[src/rtl/core/rclt_pkg.sv]
// Shared types and constants for the row centroid line tracker.
// No dependencies; imported by every module of the block.
package rclt_pkg;

	localparam int MAX_WIDTH_DEF     = 2048;
	localparam int MAX_HEIGHT_DEF    = 1024;
	localparam int FRACTION_BITS_DEF = 4;

	localparam int MEAN_W = 15;
	localparam int ROW_W  = 10;

	localparam int CMD_FIFO_DEPTH = 4;

	typedef enum logic [1:0] {
		CMD_CLEAR,
		CMD_PUSH,
		CMD_POP
	} cmd_kind_t;

	// clr on a push: empty the stack before the row result is stored
	typedef struct packed {
		cmd_kind_t kind;
		logic      clr;
	} cmd_ctl_t;

	localparam int CTL_W = $bits(cmd_ctl_t);

	typedef struct packed {
		logic full;
		logic empty;
	} fifo_stat_t;

	typedef enum logic [1:0] {
		B_IDLE,
		B_DIV,
		B_WRITE,
		B_READ
	} back_state_t;

endpackage

[src/rtl/core/rclt_front.sv]
// Front end: accepts pixel and pop items, accumulates the row, issues commands.
// Depends on rclt_pkg; feeds rclt_cmd_fifo.
module rclt_front #(
	parameter int MAX_WIDTH  = rclt_pkg::MAX_WIDTH_DEF,
	parameter int MAX_HEIGHT = rclt_pkg::MAX_HEIGHT_DEF,
	localparam int CW    = $clog2(MAX_WIDTH + 1),
	localparam int SW    = 2 * CW,
	localparam int RW    = $clog2(MAX_HEIGHT + 1),
	localparam int CMD_W = rclt_pkg::CTL_W + SW + CW + RW
) (
	input  logic                   clk,
	input  logic                   arst_n,
	input  logic                   in_valid,
	output logic                   in_stall,
	input  logic                   action,
	input  logic [7:0]             pixel_value,
	input  logic                   end_of_row,
	input  logic                   start_of_frame,
	input  rclt_pkg::fifo_stat_t   fifo_stat,
	output logic                   cmd_push,
	output logic [CMD_W-1:0]       cmd_data
);
	import rclt_pkg::*;

	logic [CW-1:0] col_q, col_d, col_c;
	logic [RW-1:0] row_q, row_d, row_c;
	logic [SW-1:0] sum_q, sum_d, sum_c;
	logic [CW-1:0] cnt_q, cnt_d, cnt_c;
	logic [SW-1:0] row_sum;
	logic [CW-1:0] row_cnt;
	logic          accept;
	logic          push_row;
	cmd_ctl_t      ctl;

	// plain pixel items, without end_of_row or start_of_frame, never wait on the queue
	assign in_stall = fifo_stat.full && (action || end_of_row || start_of_frame);
	assign accept   = in_valid && !in_stall;

	always_comb begin
		col_c = start_of_frame ? '0 : col_q;
		row_c = start_of_frame ? '0 : row_q;
		sum_c = start_of_frame ? '0 : sum_q;
		cnt_c = start_of_frame ? '0 : cnt_q;
		col_d = col_c;
		row_d = row_c;
		sum_d = sum_c;
		cnt_d = cnt_c;
		push_row = 1'b0;
		if (col_c < CW'(MAX_WIDTH)) begin
			if (pixel_value != 8'd0 && row_c < RW'(MAX_HEIGHT)) begin
				sum_d = sum_c + SW'(col_c);
				cnt_d = cnt_c + 1'b1;
			end
			col_d = col_c + 1'b1;
		end
		// totals of the row including this pixel
		row_sum = sum_d;
		row_cnt = cnt_d;
		if (end_of_row) begin
			push_row = (row_cnt != '0) && (row_c < RW'(MAX_HEIGHT));
			if (row_c < RW'(MAX_HEIGHT))
				row_d = row_c + 1'b1;
			col_d = '0;
			sum_d = '0;
			cnt_d = '0;
		end
	end

	always_comb begin
		ctl.clr  = 1'b0;
		ctl.kind = CMD_CLEAR;
		cmd_push = 1'b0;
		if (accept) begin
			if (action) begin
				ctl.kind = CMD_POP;
				cmd_push = 1'b1;
			end else if (push_row) begin
				ctl.kind = CMD_PUSH;
				ctl.clr  = start_of_frame;
				cmd_push = 1'b1;
			end else if (start_of_frame) begin
				ctl.kind = CMD_CLEAR;
				cmd_push = 1'b1;
			end
		end
	end

	// row index of the finished row is the one before the advance
	assign cmd_data = {ctl, row_sum, row_cnt, row_c};

	always_ff @(posedge clk or negedge arst_n) begin
		if (!arst_n) begin
			col_q <= '0;
			row_q <= '0;
			sum_q <= '0;
			cnt_q <= '0;
		end else if (accept && !action) begin
			col_q <= col_d;
			row_q <= row_d;
			sum_q <= sum_d;
			cnt_q <= cnt_d;
		end
	end

endmodule

[config.mk]
export PLATFORM = sky130hd
export DESIGN_NAME = rclt_front
export DESIGN_NICKNAME = d
export VERILOG_FILES = /design/src/rtl/core/rclt_pkg.sv /design/src/rtl/core/rclt_front.sv
export SDC_FILE = /design/constraint.sdc
export NUM_CORES = 1
export LEC_CHECK = 0
export BUFFER_PORTS_ARGS = -buffer_cell sky130_fd_sc_hd__clkbuf_2
export CORE_UTILIZATION = 42
export DETAILED_ROUTE_END_ITERATION = 8
export PLACE_DENSITY_LB_ADDON = 0.05
export SETUP_SLACK_MARGIN = 0.4
export SLEW_MARGIN = 0
export SYNTH_ARGS = -nofsm -noshare
export SYNTH_HDL_FRONTEND = slang
export SYNTH_SLANG_ARGS = --single-unit
[constraint.sdc]
create_clock -name clk -period 4.85 [get_ports clk]
set_clock_uncertainty 0.2 [all_clocks]
set_input_delay 0.485 -clock clk [delete_from_list [all_inputs] [get_ports clk]]
set_output_delay 0.485 -clock clk [all_outputs]
set_load 0.005 [all_outputs]
* Word-level counts from Yosys, hierarchy flattened
Index checks and enable logic that the tools add are counted.
** Word-level totals
- Logic and storage cells :: 45
- Input bits :: 16
- Bits in registers :: 59
- Output and inout bits :: 52
** Cells by class
- Reductions and logical operators :: 11
- $lt $le $gt $ge :: 2
- Add/subtract/negate cells :: 4
- Mux-type cells :: 24
** Operators by type and width (number)
- $mux W24 :: 4
- $mux W12 :: 7
- $mux W11 :: 3
- $add A12 B1 Y12 const B :: 2
- $add A24 B12 Y24 :: 1
- $lt A12 B12 Y1 const B :: 1
- $reduce_bool A12 Y1 :: 1
- $add A11 B1 Y11 const B :: 1
- $lt A11 B11 Y1 const B :: 1
- $mux W1 :: 8
- $reduce_bool A8 Y1 :: 1
- $logic_and A1 B1 Y1 :: 5
- $mux W3 :: 1
- $logic_not A1 Y1 :: 2
- $logic_or A1 B1 Y1 :: 2
- $mux W2 :: 1

* Logic depth before layout (Yosys ltp)
- Word-level depth :: 11
- Gate-level depth with buffers :: 13
- Depth with buffers taken out :: 9

* Least setup slack after synthesis
Ideal clock, no wire load.
- Path type :: input-to-output
- Start :: input port start_of_frame
- End :: output port cmd_data[43]
- Path slack :: 0.808 ns
- Buffers on the path :: 4
- Stages :: 13
- Required time :: 4.165 ns
- Arrival :: 3.357 ns
- Cell sequence :: clkbuf_1 clkbuf_1 clkbuf_1 nor2b_1 ha_1 fa_1 a211oi_1 o21bai_1 o221a_2 o211ai_1 buf_2 or2_2 xnor2_1
** On the way
- Word-level cells in the longest chain between the ends :: 5
- Elaborated cells on any way between the ends :: 9
- Those cells by class :: 1 x add/sub; 2 x order compare; 5 x mux; 1 x reduce/logical
** Ends and longest elaborated chain
- start, declared :: line rclt_front.sv:18 : input logic start_of_frame,
- parallel branches: the longest is 4 deep, another holds $add A24 B12 Y24
- $mux W24 (*) :: line rclt_front.sv:49 : if (col_c < CW'(MAX_WIDTH)) begin
- end, declared :: line rclt_front.sv:21 : output logic [CMD_W-1:0] cmd_data
Mark *: on every way between the ends.

* Final worst setup path
Same ends and word-level chain as after synthesis.

==> impl_metrics.yaml <==
outcome:
  status: "completed"
critical_path:
  required_ns: 4.16
  cp-end-kind: "output port"
  timing.rr.end: "sum_q[18]$_DFFE_PN0P_"
  ff2ff_path_depth: 10
  crit_type: "in -> out"
  crit_chain: "clkbuf_2 > nor2b_1 > ha_1 > fa_1 > a211oi_1 > o21bai_1 > o221a_2 > o211ai_1 > buf_4 > or2_2 > xnor2_1 > clkbuf_2"
  r2r-start: "col_q[0]$_DFFE_PN0P_"
  crit_arrival_ns: 3.40
  reg2reg_slack_ns: 1.70
  slowest_delay_ns: 0.44
  crit_path_start_kind: "input pin"
  crit_fanout: 25
  crit_top_cell: "clkbuf_2"
  crit_slowest_cell: "clkbuf_2"
pwr:
  swShare_pct: 31.5
  p_per_area_nw_per_um2: 244
  p_switching_w: 0.000407
  p_int_w: 0.000887
  p_total_w: 0.00129
  peakVddDrop_uv: 213
  cellLeakagePower_nw: 2.38
  p_seq_share_pct: 44.4
  pwr-share-comb_pct: 19.8
  pwr-share-clk_pct: 35.9
cts:
  h-tree-depth: 3
  numCtsBuffers: 9
  cts_tree: "yes"
  cts_buffer_depth: 2
  clock_latency_ns: 0.36
  clock_sinks: 59
  root_buffer: "clkbuf_8"
  cts_hold_buf: 0
  path_clk_slew_ns: 0.07
  post_cts_resized: 0
  postCtsSetupRepairBufs: 0
yosys:
  synthArstFlopShare_pct: 100
  ys_seq_area_share_pct: 31.7
  syn_inst: 572
  yosys_most_used_dff: "dfrtp_1"
  synth_warnings: 0
  syn_area_um2: 4660
  syn_area_per_cell_um2: 8.14
  ys_ff_latch: 59
  syn-num-nets: 603
  synth_enable_flop_cells: 0
  synth_cell_types: 69
floorplanning:
  ios: 68
  fp.dieArea_um2: 11500
  coreArea_um2: 10800
  die_x_um: 107
  dieHeight_um: 107
  start_util_pct: 43.0
  row_count: 38
grt:
  grt_max_degree: 60
  grt_pass1_wl_um: 20900
  grt_overflow: 0
  antenna_found_initial: 0
  grt_pass1_vias: 4116
  grt_util_all_layers_pct: 23.7
final_layout:
  utilization_pct: 49.0
  layout-drive-gt1-share_pct: 18.2
  nNetsFinal: 657
  diodes: 0
  final_area_um2: 5310
  syn_to_final_growth_pct: 14.0
timing:
  max_clock_freq_mhz: 245
  tns_ns: 0
  hold_viol: 0
  tightest_slew_ns: 0.812
  rsz0062_at_grt: "false"
  period_share_pct: 84.3
  post-route-min-period_ns: 4.09
  setup_violations: 0
  drv_slew: 0
  slew_headroom_pct: 45.8
placed_design:
  port_buffers: 66
  hpwl_um: 8980
  gp_congestion: 0.845
  place_area_um2: 5110
routing:
  drc: 0
  wl_per_cell_um: 16.7
  routed_wl_um: 12900
  drtIter0Drc: 248
  vias_per_cell: 5.73
  antenna_left: 0
  num_vias: 4419
  firstDrtPassIters: 5
min_path:
  hold_class: "in -> async"
run:
  drv_cap: 0
-- synth_stat cells, types with 3 or more instances --
library cell | count | area, µm²
a21o_1 | 9 | 67.6
a21oi_1 | 35 | 175
a22o_1 | 14 | 123
a31oi_1 | 12 | 75.1
and2_1 | 4 | 25.0
and3_1 | 6 | 37.5
buf_1 | 4 | 15.0
buf_2 | 7 | 35.0
clkbuf_1 | 24 | 90.1
dfrtp_1 | 59 | 1480
ha_1 | 14 | 175
inv_1 | 11 | 41.3
mux2i_1 | 6 | 60.1
nand2_1 | 71 | 267
nand2b_1 | 4 | 25.0
nand3_1 | 11 | 55.1
nand4_1 | 12 | 75.1
nor2_1 | 37 | 139
nor2b_1 | 43 | 269
nor3_1 | 15 | 75.1
nor3b_1 | 5 | 37.5
nor4_1 | 3 | 18.8
nor4_2 | 3 | 37.5
o211ai_1 | 10 | 75.1
o21a_1 | 4 | 30.0
o21ai_0 | 41 | 205
o22ai_1 | 4 | 25.0
o31ai_1 | 8 | 60.1
or2_2 | 3 | 18.8
or3_1 | 6 | 37.5
or4_1 | 4 | 30.0
xnor2_1 | 21 | 184
xor2_1 | 14 | 123
-- flip-flops by register name, indices dropped and copies added, names as in the netlist --
name,count
cnt_q,12
col_q,12
row_q,11
sum_q,24
-- placed cells by master, fill, tap and decap left out, drive strengths merged, types with 4 or more instances in the layout --
cell,netlist,layout
nor3,15,15
o21ai,41,41
inv,11,11
xnor2,21,21
and3,8,8
and2,4,4
nor2,38,38
nand3,13,13
nand2b,4,4
dfrtp,59,59
a21o,9,9
xor2,14,14
nor3b,5,5
or3,6,6
a31oi,12,12
buf,12,14
clkbuf,25,77
o211ai,11,11
a22o,14,14
o21a,4,4
a21oi,35,35
nor4,6,6
nand2,71,71
o31ai,8,8
nand4,12,12
or4,4,4
nor2b,43,43
or2,4,4
o22ai,4,4
mux2i,6,6
ha,14,14
-- power by group through the flow --
| stage | Clock [W] | Sequential, W | Combinational, W |
|---|---|---|---|
| floorplan | 0 | 0.000564 | 0.000180 |
| finish | 0.000464 | 0.000574 | 0.000256 |
| CTS | 0.000481 | 0.000574 | 0.000259 |
| global placement | 0 | 0.000581 | 0.000253 |
| detailed placement | 0 | 0.000583 | 0.000257 |
| global route | 0.000497 | 0.000582 | 0.000292 |
-- how the worst max path moves through the flow --
| stage | endpoint | cells after the start | slack (ns) | startpoint |
|---|---|---|---|---|
| floorplan | cmd_data[43] | 13 | 0.81 | start_of_frame |
| global placement | cmd_data[43] | 12 | 0.81 | start_of_frame |
| detailed placement | cmd_data[43] | 12 | 0.78 | start_of_frame |
| CTS | cmd_data[43] | 12 | 0.77 | start_of_frame |
| global route | cmd_data[46] | 11 | 0.51 | start_of_frame |
| finish | cmd_data[43] | 12 | 0.76 | start_of_frame |
-- routing by layer --
metal / GRT usage, % / vias to the layer above / share of wire [%]
li1: - / 2178 / -
met1: 31.2 / 2116 / 46
met2: 39.1 / 110 / 48
met3: 3.51 / 15 / 4.1
met4: 9.00 / 0 / 1.7
met5: 0 / - / 0
-- area by class of cell --
type	instances	area, µm²
sequential	59	1480
multi-input combinational	465	2990
tap	140	175
clock inverter	5	52.6
fill	1095	5530
clock buffer	11	141
timing repair buffer	80	435
inverter	11	41.3
-- stage by stage --
step                      instances  hold WS [ns]  worst slack [ns]
after floorplan                 572       -0.0106             0.808
after global placement          755         0.282             0.814
after detailed placement        755         0.286             0.777
after CTS                       771         0.128             0.774
after global routing            771         0.185             0.512
final                           771         0.101             0.763
-- worst max-delay path: cells and delay by family --
kind	cells	cell delay, ns
adder cells (fa/ha/maj)	2	0.69
AO/OA/AOI/OAI	4	1.01
buffers and inverters	3	0.77
AND/OR/NAND/NOR	2	0.30
XOR/XNOR	1	0.11
-- logic make-up (layout without fill, tap and decap cells) --
kind of cell / after synthesis / after routing / synth area share (%)
muxes: 6 / 6 / 1.29
buffers and inverters: 48 / 107 / 4.16
xor gates and xnor gates: 35 / 35 / 6.58
AOI/OAI and AO/OA: 163 / 163 / 23.5
DFF: 59 / 59 / 31.7
and+or+nand+nor: 246 / 246 / 28.5
adders and majority gates: 15 / 15 / 4.19
(Power assumes the default switching activity.)
