<file path="src/rtl/core/rclt_pkg.sv">
// Shared types and constants for the row centroid line tracker.
// No dependencies; imported by every module of the block.
package rclt_pkg;

	localparam int MAX_WIDTH_DEF     = 2048;
	localparam int MAX_HEIGHT_DEF    = 1024;
	localparam int FRACTION_BITS_DEF = 4;

	localparam int MEAN_W = 15;
	localparam int ROW_W  = 10;

	localparam int CMD_FIFO_DEPTH = 4;

	typedef enum logic [1:0] {
		CMD_CLEAR,
		CMD_PUSH,
		CMD_POP
	} cmd_kind_t;

	// clr on a push: empty the stack before the row result is stored
	typedef struct packed {
		cmd_kind_t kind;
		logic      clr;
	} cmd_ctl_t;

	localparam int CTL_W = $bits(cmd_ctl_t);

	typedef struct packed {
		logic full;
		logic empty;
	} fifo_stat_t;

	typedef enum logic [1:0] {
		B_IDLE,
		B_DIV,
		B_WRITE,
		B_READ
	} back_state_t;

endpackage

</file>
<file path="src/rtl/core/rclt_cmd_fifo.sv">
// Short command queue between front end and back end.
// Depends on rclt_pkg for the status struct.
module rclt_cmd_fifo #(
	parameter int WIDTH = 8,
	parameter int DEPTH = rclt_pkg::CMD_FIFO_DEPTH,
	localparam int AW   = (DEPTH > 1) ? $clog2(DEPTH) : 1,
	localparam int CNTW = $clog2(DEPTH + 1)
) (
	input  logic                 clk,
	input  logic                 arst_n,
	input  logic                 push,
	input  logic [WIDTH-1:0]     push_data,
	input  logic                 pop,
	output logic [WIDTH-1:0]     pop_data,
	output rclt_pkg::fifo_stat_t stat
);
	import rclt_pkg::*;

	logic [WIDTH-1:0] slots_q [DEPTH];
	logic [AW-1:0]    wr_ptr_q, rd_ptr_q;
	logic [CNTW-1:0]  count_q;
	logic             do_push, do_pop;

	assign stat.full  = (count_q == CNTW'(DEPTH));
	assign stat.empty = (count_q == '0);
	assign do_push    = push && !stat.full;
	assign do_pop     = pop && !stat.empty;
	assign pop_data   = slots_q[rd_ptr_q];

	function automatic logic [AW-1:0] next_ptr(input logic [AW-1:0] p);
		return (p == AW'(DEPTH - 1)) ? '0 : p + 1'b1;
	endfunction

	always_ff @(posedge clk) begin
		if (do_push)
			slots_q[wr_ptr_q] <= push_data;
	end

	always_ff @(posedge clk or negedge arst_n) begin
		if (!arst_n) begin
			wr_ptr_q <= '0;
			rd_ptr_q <= '0;
			count_q  <= '0;
		end else begin
			if (do_push)
				wr_ptr_q <= next_ptr(wr_ptr_q);
			if (do_pop)
				rd_ptr_q <= next_ptr(rd_ptr_q);
			if (do_push && !do_pop)
				count_q <= count_q + 1'b1;
			else if (do_pop && !do_push)
				count_q <= count_q - 1'b1;
		end
	end

endmodule

</file>
<file path="config.mk">
export PLATFORM = sky130hd
export DESIGN_NAME = rclt_cmd_fifo
export DESIGN_NICKNAME = d
export VERILOG_FILES = /design/src/rtl/core/rclt_pkg.sv /design/src/rtl/core/rclt_cmd_fifo.sv
export SDC_FILE = /design/constraint.sdc
export NUM_CORES = 1
export LEC_CHECK = 0
export BUFFER_PORTS_ARGS = -buffer_cell sky130_fd_sc_hd__buf_2
export CORE_MARGIN = 3
export CORE_UTILIZATION = 55
export CTS_BUF_LIST = sky130_fd_sc_hd__clkbuf_4 sky130_fd_sc_hd__clkbuf_8 sky130_fd_sc_hd__clkbuf_16
export DETAILED_ROUTE_END_ITERATION = 10
export PLACE_DENSITY_LB_ADDON = 0.1
export RECOVER_POWER = 100
export SYNTH_ARGS = -nofsm -noshare
export SYNTH_HDL_FRONTEND = slang
export SYNTH_SLANG_ARGS = --single-unit
export TNS_END_PERCENT = 50
</file>
<file path="constraint.sdc">
create_clock -name clk -period 2.2 [get_ports clk]
set_input_delay 0.11 -clock clk [delete_from_list [all_inputs] [get_ports clk]]
set_output_delay 0.11 -clock clk [all_outputs]
set_load 0.03 [all_outputs]
</file>
# Word-level counts from Yosys, hierarchy flattened

Memories as Yosys holds them, arrays and structs flattened.
Cells that the tools add are included.

Add/sub/neg operators: 4
Equality and inequality tests: 3
Mux-type cells: 6
Reductions and logical operators: 10

Operators with widths:

| kind                                                                | count |
|---|---|
| 3-bit 2-to-1 mux                                                    | 2 |
| 2-bit by 1-bit adder with 2-bit output (second input constant)      | 2 |
| 2-bit == test (second input constant)                               | 2 |
| 1-bit logical AND                                                   | 4 |
| 1-bit logical NOT                                                   | 4 |
| 2-bit 2-to-1 mux                                                    | 2 |
| 3-bit by 1-bit adder with 3-bit output (second input constant)      | 1 |
| 3-bit == test (second input constant)                               | 1 |
| 3-bit logical NOT                                                   | 1 |
| 3-bit by 1-bit subtractor with 3-bit output (second input constant) | 1 |
| 1-bit 2-to-1 mux                                                    | 2 |
| 2-bit nonzero test                                                  | 1 |

Register bits after elaboration: 7
RAM bits: 32
Logic and storage cells: 27
Memories kept: 1

Memory list:

| name    | depth | bits a word | rd ports | clocked after Yosys merged registers in | wr ports | RTL line            | text |
|---|---|---|---|---|---|---|---|
| slots_q | 4     | 8           | 1        | 0                                       | 1        | rclt_cmd_fifo.sv:19 | `logic [WIDTH-1:0] slots_q [DEPTH];` |

# Longest topological paths before layout

Gate-level depths: netlist (run 1).

Word-level depth: 7
Mapped depth: 9

# Least setup slack after synthesis (run 1)

OpenSTA, ideal clock, no wires.

Path type: flip-flop to flip-flop
From: register count_q[0]
To: register count_q[2]
Arrival: 2,460 ps
Data required time: 2,121 ps
Setup slack: -339 ps
Stages on the path, launching flop included: 9
Path buffers: 0
Period minus slack after synthesis: 2,539 ps
Path through: dfrtp_1 nor3_1 nand2b_4 ha_1 inv_1 fa_1 xor2_1 nor2_1 xor2_1

RTL lines:

| item                   | RTL line            | text |
|---|---|---|
| start, declared        | rclt_cmd_fifo.sv:21 | `logic [CNTW-1:0] count_q;` |
| start signal, assigned | rclt_cmd_fifo.sv:50 | `count_q <= count_q + 1'b1;` |
| start signal, assigned | rclt_cmd_fifo.sv:52 | `count_q <= count_q - 1'b1;` |

# Worst setup path in the final report (run 1)

From: register count_q[0]
To: register count_q[2]

Cells in the longest elaborated chain, start to end: 6

Ends and longest elaborated chain:

| item |
|---|
| parallel branches: the longest is 6 deep, another holds 3-bit by 1-bit subtractor with 3-bit output |

Several ways; the timed one is not identified. The select of a mux whose other input is x is not followed.
A chain may end at the register's enable or synchronous reset.

==> reports/results.ini, run 1 <==
[final_layout]
drive_above_1_share_pct=27.8
final_cells=146
post-route-cell-area_um2=1880
area_of_combinational_cells_with_multiple_inputs_um2=437
synthToLayoutAreaGrowth_pct=16.3
register_area_um2=1140
fillerInstances=203
final_standard_cell_utilization_of_the_core_pct=67.7
finalNetCount=133
num_antenna_cells=0

[synth]
synth_seq_cells=39
synth.cell_area_um2=1620
synth-xor-area-share_pct=1.62
synth.area.mux_share_pct=15.1
seq_area_frac_synth_pct=70.1
postSynthAreaPerCell_um2=20.5
post_synth_inst_count=79
synth_fa_ha_area_share_pct=5.87
syn_nets=98
synthSimpleGateAreaFrac_pct=5.41
yosysWarnings=0
synth_compound_gate_area_share_pct=0
synth_top_family_by_area=multiplexers
synth.distinct_cells=19

[sta]
finalSetupViolations=0
timing.final.crit_period_ns=2.01
setup_total_negative_slack_ns=0
hold_slack_ns=0.139
achievable_freq_mhz=497
report.final.slew_viol_count=0
min_period_over_period_pct=91.5
final_worst_setup_slack_ns=0.187
rsz0062_at_grt=false
clock_skew_ns=0.00534
slew-limit-headroom_pct=56.6
hold_viol=0
tightestPinTransition_ns=0.651

[placement]
dpl_cell_area_um2=1760
placed_cells=129
post-dp-hpwl_um=1630
placement.setup.worst_slack_ns=0.254
place.port_buffers=21
gp_routability_congestion=0.607

[critical_path]
critical_path_peak_fanout=4
critPathMostFrequentCell=sky130_fd_sc_hd__xor2_1
worstPathBufferInverterCount=1
worstPathRequired_ns=2.46
slowest_stage=sky130_fd_sc_hd__dfrtp_1
max_stage_delay_on_crit_path_ns=0.45
crit_chain=nor3_1, nand2b_4, ha_1, inv_1, fa_1, xor2_1, nor2_1, xor2_1
timing_worst_setup_path_type=reg2reg
critical_path.top_delay_family=simple AND/OR/NAND/NOR gates
regToRegEndpoint=count_q[2]
setup.worst_path.end_class=flip-flop
worstReg2RegStart=count_q[0]
critPathLaunchType=flip-flop
r2r_slack_ns=0.19
critPathArrivalTime_ns=2.27
cells_on_worst_reg2reg_path=8

[outcome]
run_status=finished clean

[power]
static-leakage-power_nw=0.693
peakVddDrop_mv=1.18
power_density_nw_per_um2=1350
power_consumption_mw=2.55

[cts]
cts.htree.levels=2
cts.sinks=39
later_pin_clock_latency_in_the_skew_report_ns=0.33
root_buffer=sky130_fd_sc_hd__clkbuf_4
cts_buffers=5
cts_tree=built
maximum_number_of_buffers_from_clock_root_to_sink=2
path_clk_slew_ns=0.11

[drt]
drt_via_density=5.43
detailroute.via_count=793
final_antenna_net_count=0
drt_pre_antenna_iters=4
initialDrtViolationCount=23
drt-total-wl_um=2440
avgRoutedWirePerCell_um=16.7
detail_route.drc_violations=0

[floorplan]
row_cnt=19
core-area_um2=2780
die_y_um=60.3
fp.dieArea_um2=3630
floorplan.io_pins=22
die_width_um=60.3
initial_core_util_pct=58.3

[global_route]
gr-total-overflow=0
grt_first_pass_wirelength_um=3930
grt_usage_pct=16.1
grt_antenna_before_repair=0
grt_max_degree=13
via_count_of_the_first_global_routing_pass=830

[worst_hold_path]
hold_path.class=in2reg
worstHoldStart=pop
worst_hold_path.num_cells=3
hold_path_end=rd_ptr_q[1]

[run]
cap_violations=0

==> area by class of cell <==
cell class | instances | share of cell area, %
clock buffer | 5 | 1.99
clock inverter | 3 | 2.06
inverter | 3 | 0.598
multi-input combinational | 34 | 23.2
sequential | 39 | 60.3
tap | 31 | 2.06
timing repair buffer | 31 | 9.83
==> registers in the layout, summed over array words and instances, names as in the netlist <==
signal	count
count_q	3
rd_ptr_q	2
slots_q	32
wr_ptr_q	2
==> power breakdown <==
| group | internal, mW | switching, mW | total, mW |
|---|---|---|---|
| combinational | 0.418 | 0.510 | 0.928 |
| sequential | 1.00 | 0.169 | 1.17 |
| clock | 0.234 | 0.218 | 0.452 |
==> what timing repair did <==
action                     in CTS  in global routing
hold buffers                    9                  0
setup endpoints to repair       0                  0
buffers inserted                0                  0
resized for setup               0                  0
hold endpoints to repair       39                  0
==> worst max path at each step <==
stage                     start          end  slack (ns)  cells past startpoint
finish               count_q[0]   count_q[2]        0.19                      8
global route         count_q[0]   count_q[2]        0.05                      8
CTS                 rd_ptr_q[0]  pop_data[3]        0.17                      2
detailed placement   count_q[1]   count_q[2]        0.25                      8
global placement     count_q[1]   count_q[2]        0.33                      8
floorplan            count_q[1]   count_q[1]        0.08                      7
==> cell usage in the layout, fill, tap and decap left out, types with 3 or more instances in the layout <==
master and instances:
sky130_fd_sc_hd__and2_0 4, sky130_fd_sc_hd__clkbuf_1 12, sky130_fd_sc_hd__clkbuf_2 8, sky130_fd_sc_hd__clkbuf_4 5
sky130_fd_sc_hd__dfrtp_1 7, sky130_fd_sc_hd__dlygate4sd3_1 9, sky130_fd_sc_hd__edfxtp_1 32, sky130_fd_sc_hd__ha_1 6
sky130_fd_sc_hd__inv_1 3, sky130_fd_sc_hd__mux2_2 3, sky130_fd_sc_hd__mux4_2 8, sky130_fd_sc_hd__nor2_1 3
==> routing by layer <==
metal	up-vias	global-route usage, %	part of all wire (%)	routed length (um)
met5	-	0	0	0
met4	0	7.59	1.6	40
met3	5	5.18	5.5	134
met2	22	27.5	51	1250
met1	395	18.0	42	1020
li1	371	-	-	-
==> tightest hold or removal path, cell delays in order <==
cell and delay [ns]:
sky130_fd_sc_hd__buf_2 0.11, sky130_fd_sc_hd__nand2b_4 0.08, sky130_fd_sc_hd__mux2_2 0.15
==> cells by family after synthesis <==
group         count (synthesis)
mux                          13
flops                        39
xor+xnor                      3
fa+ha+maj                     7
buf+inv                       6
simple gates                 11
==> Yosys cell counts (all sizes together) <==
| cell | count | area, um2 |
|---|---|---|
| edfxtp | 32 | 961 |
| ha | 6 | 75.1 |
| and2 | 4 | 30.0 |
| nor2 | 3 | 11.3 |
| nor3 | 1 | 5.00 |
| buf | 3 | 20.0 |
| nand2b | 1 | 13.8 |
| dfrtp | 7 | 175 |
| nor2b | 1 | 8.76 |
| xnor2 | 1 | 8.76 |
| mux4 | 8 | 180 |
| xor2 | 2 | 17.5 |
| nor3b | 1 | 18.8 |
| fa | 1 | 20.0 |
| mux2 | 5 | 63.8 |
| inv | 3 | 11.3 |
Power figures use the tool's default switching activity.
==> run 2, diff against run 1 <==
--- a/config.mk
+++ b/config.mk
@@ -6,7 +6,7 @@
 export NUM_CORES = 1
 export LEC_CHECK = 0
 export BUFFER_PORTS_ARGS = -buffer_cell sky130_fd_sc_hd__buf_2
-export CORE_MARGIN = 3
+export CORE_MARGIN = 5
 export CORE_UTILIZATION = 55
 export CTS_BUF_LIST = sky130_fd_sc_hd__clkbuf_4 sky130_fd_sc_hd__clkbuf_8 sky130_fd_sc_hd__clkbuf_16
 export DETAILED_ROUTE_END_ITERATION = 10
==> reports/results.ini, run 2 (synthesis results as in run 1) <==
[floorplan]
die_y_um=64.3
row_cnt=19
core-area_um2=2780
initial_core_util_pct=58.3
fp.dieArea_um2=4130
floorplan.io_pins=22
die_width_um=64.3

[worst_hold_path]
worst_hold_path.num_cells=3
hold_path.class=in2reg

[drt]
final_antenna_net_count=0
drt_pre_antenna_iters=4
detailroute.via_count=783
drt_via_density=5.36
initialDrtViolationCount=23
drt-total-wl_um=2480
avgRoutedWirePerCell_um=17.0
detail_route.drc_violations=0

[cts]
cts.htree.levels=2
root_buffer=sky130_fd_sc_hd__clkbuf_4
postCtsResizedCells=0
later_pin_clock_latency_in_the_skew_report_ns=0.34
cts_buffers=5
cts_tree=built
path_clk_slew_ns=0.10
maximum_number_of_buffers_from_clock_root_to_sink=2
cts.sinks=39

[sta]
rsz0062_at_grt=false
setup_total_negative_slack_ns=0
hold_viol=0
timing.final.crit_period_ns=2.02
report.final.slew_viol_count=0
clock_skew_ns=0.0105
min_period_over_period_pct=91.6
tightestPinTransition_ns=0.658
finalSetupViolations=0
slew-limit-headroom_pct=56.1
achievable_freq_mhz=496

[final_layout]
layout.cells.most_common=sky130_fd_sc_hd__edfxtp_1
commonest_cells_after_routing_fill_and_taps_aside=sky130_fd_sc_hd__edfxtp_1, sky130_fd_sc_hd__clkbuf_1, sky130_fd_sc_hd__dlygate4sd3_1
finalNetCount=133
synthToLayoutAreaGrowth_pct=17.4
final_standard_cell_utilization_of_the_core_pct=68.4
num_antenna_cells=0
layout_top_registers=slots_q: 32 flops, count_q: 3 flops
largest_register_ff_count=32
most_flops_register=slots_q
drive_above_1_share_pct=29.6

[global_route]
via_count_of_the_first_global_routing_pass=844
gr-total-overflow=0
grt_antenna_before_repair=0
grt_max_degree=13
grt_usage_pct=14.5
grt_first_pass_wirelength_um=4240

[power]
static-leakage-power_nw=0.700
peakVddDrop_mv=1.15
power_density_nw_per_um2=1370

[placement]
place.port_buffers=21
gp_routability_congestion=0.738
post-dp-hpwl_um=1630

[critical_path]
timing_worst_setup_path_type=reg2reg
max_stage_delay_on_crit_path_ns=0.46
worstPathBufferInverterCount=1
stages_on_worst_setup_path=6
critPathLaunchType=flip-flop
worstPathRequired_ns=2.43
slowest_stage=sky130_fd_sc_hd__dfrtp_1
critical_path_peak_fanout=4
critical_path.top_delay_family=adder cells
crit_chain=nor3b_1, nor2b_2, ha_1, inv_1, fa_1, mux2_2
setup.worst_path.end_class=flip-flop
critPathArrivalTime_ns=2.25
cells_on_worst_reg2reg_path=6

[outcome]
run_status=finished clean

[run]
cap_violations=0

[run 2: area by class of cell]
| class | count | area (um2) |
|---|---|---|
| clock buffers | 7 | 52.6 |
| clock inverters | 1 | 30.0 |
| fillers | 199 | 880 |
| inverters | 3 | 11.3 |
| multi-input cells | 34 | 448 |
| flip-flops and latches | 39 | 1140 |
| well taps | 31 | 38.8 |
| repair buffers | 31 | 185 |
[run 2: what timing repair did]
item,in CTS,in global routing
endpoints found under the hold margin,39,0
hold buffers,9,0
buffers inserted,0,0
[run 2: report_power, final]
group | total [mW] | switching, mW | internal [mW]
Sequential | 1.18 | 0.178 | 1.00
Combinational | 0.934 | 0.509 | 0.425
Clock | 0.487 | 0.221 | 0.266
Total | 2.60 | 0.907 | 1.69
[run 2: tightest hold or removal path, delay by kind of cell]
family	cells	cell delay, ns
buf+inv	1	0.11
mux	1	0.14
simple gates	1	0.07
[run 2: metrics by stage]
step | area, um2 | power, mW | setup slack, ns | hold WS (ns) | cells
final | 1900 | 2.60 | 0.185 | 0.130 | 146
after floorplan | 1630 | 1.93 | 0.0826 | -0.186 | 79
after global routing | 1900 | 2.77 | 0.0372 | 0.0978 | 146
after CTS | 1940 | 2.67 | 0.189 | 0.114 | 146
after global placement | 1760 | 2.13 | 0.334 | -0.0460 | 129
after detailed placement | 1760 | 2.17 | 0.249 | -0.0418 | 129
[run 2: worst paths after layout]
kind	start	end	slack, ns
hold / removal	pop	rd_ptr_q[1]	0.13
hold reg to reg	count_q[2]	count_q[2]	0.57
max in group asynchronous	arst_n	rd_ptr_q[1]	1.72
setup reg to reg	count_q[1]	count_q[1]	0.18
setup / recovery	count_q[1]	count_q[1]	0.18
min in group asynchronous	arst_n	rd_ptr_q[0]	0.19
[run 2: metal layers]
layer  vias to the layer above  wire [um]  track usage [%]
li1                        375          -                -
met5                         -          0                0
met3                         5        134             5.78
met4                         0         59             7.63
met2                        17       1250             22.8
met1                       386       1030             17.0
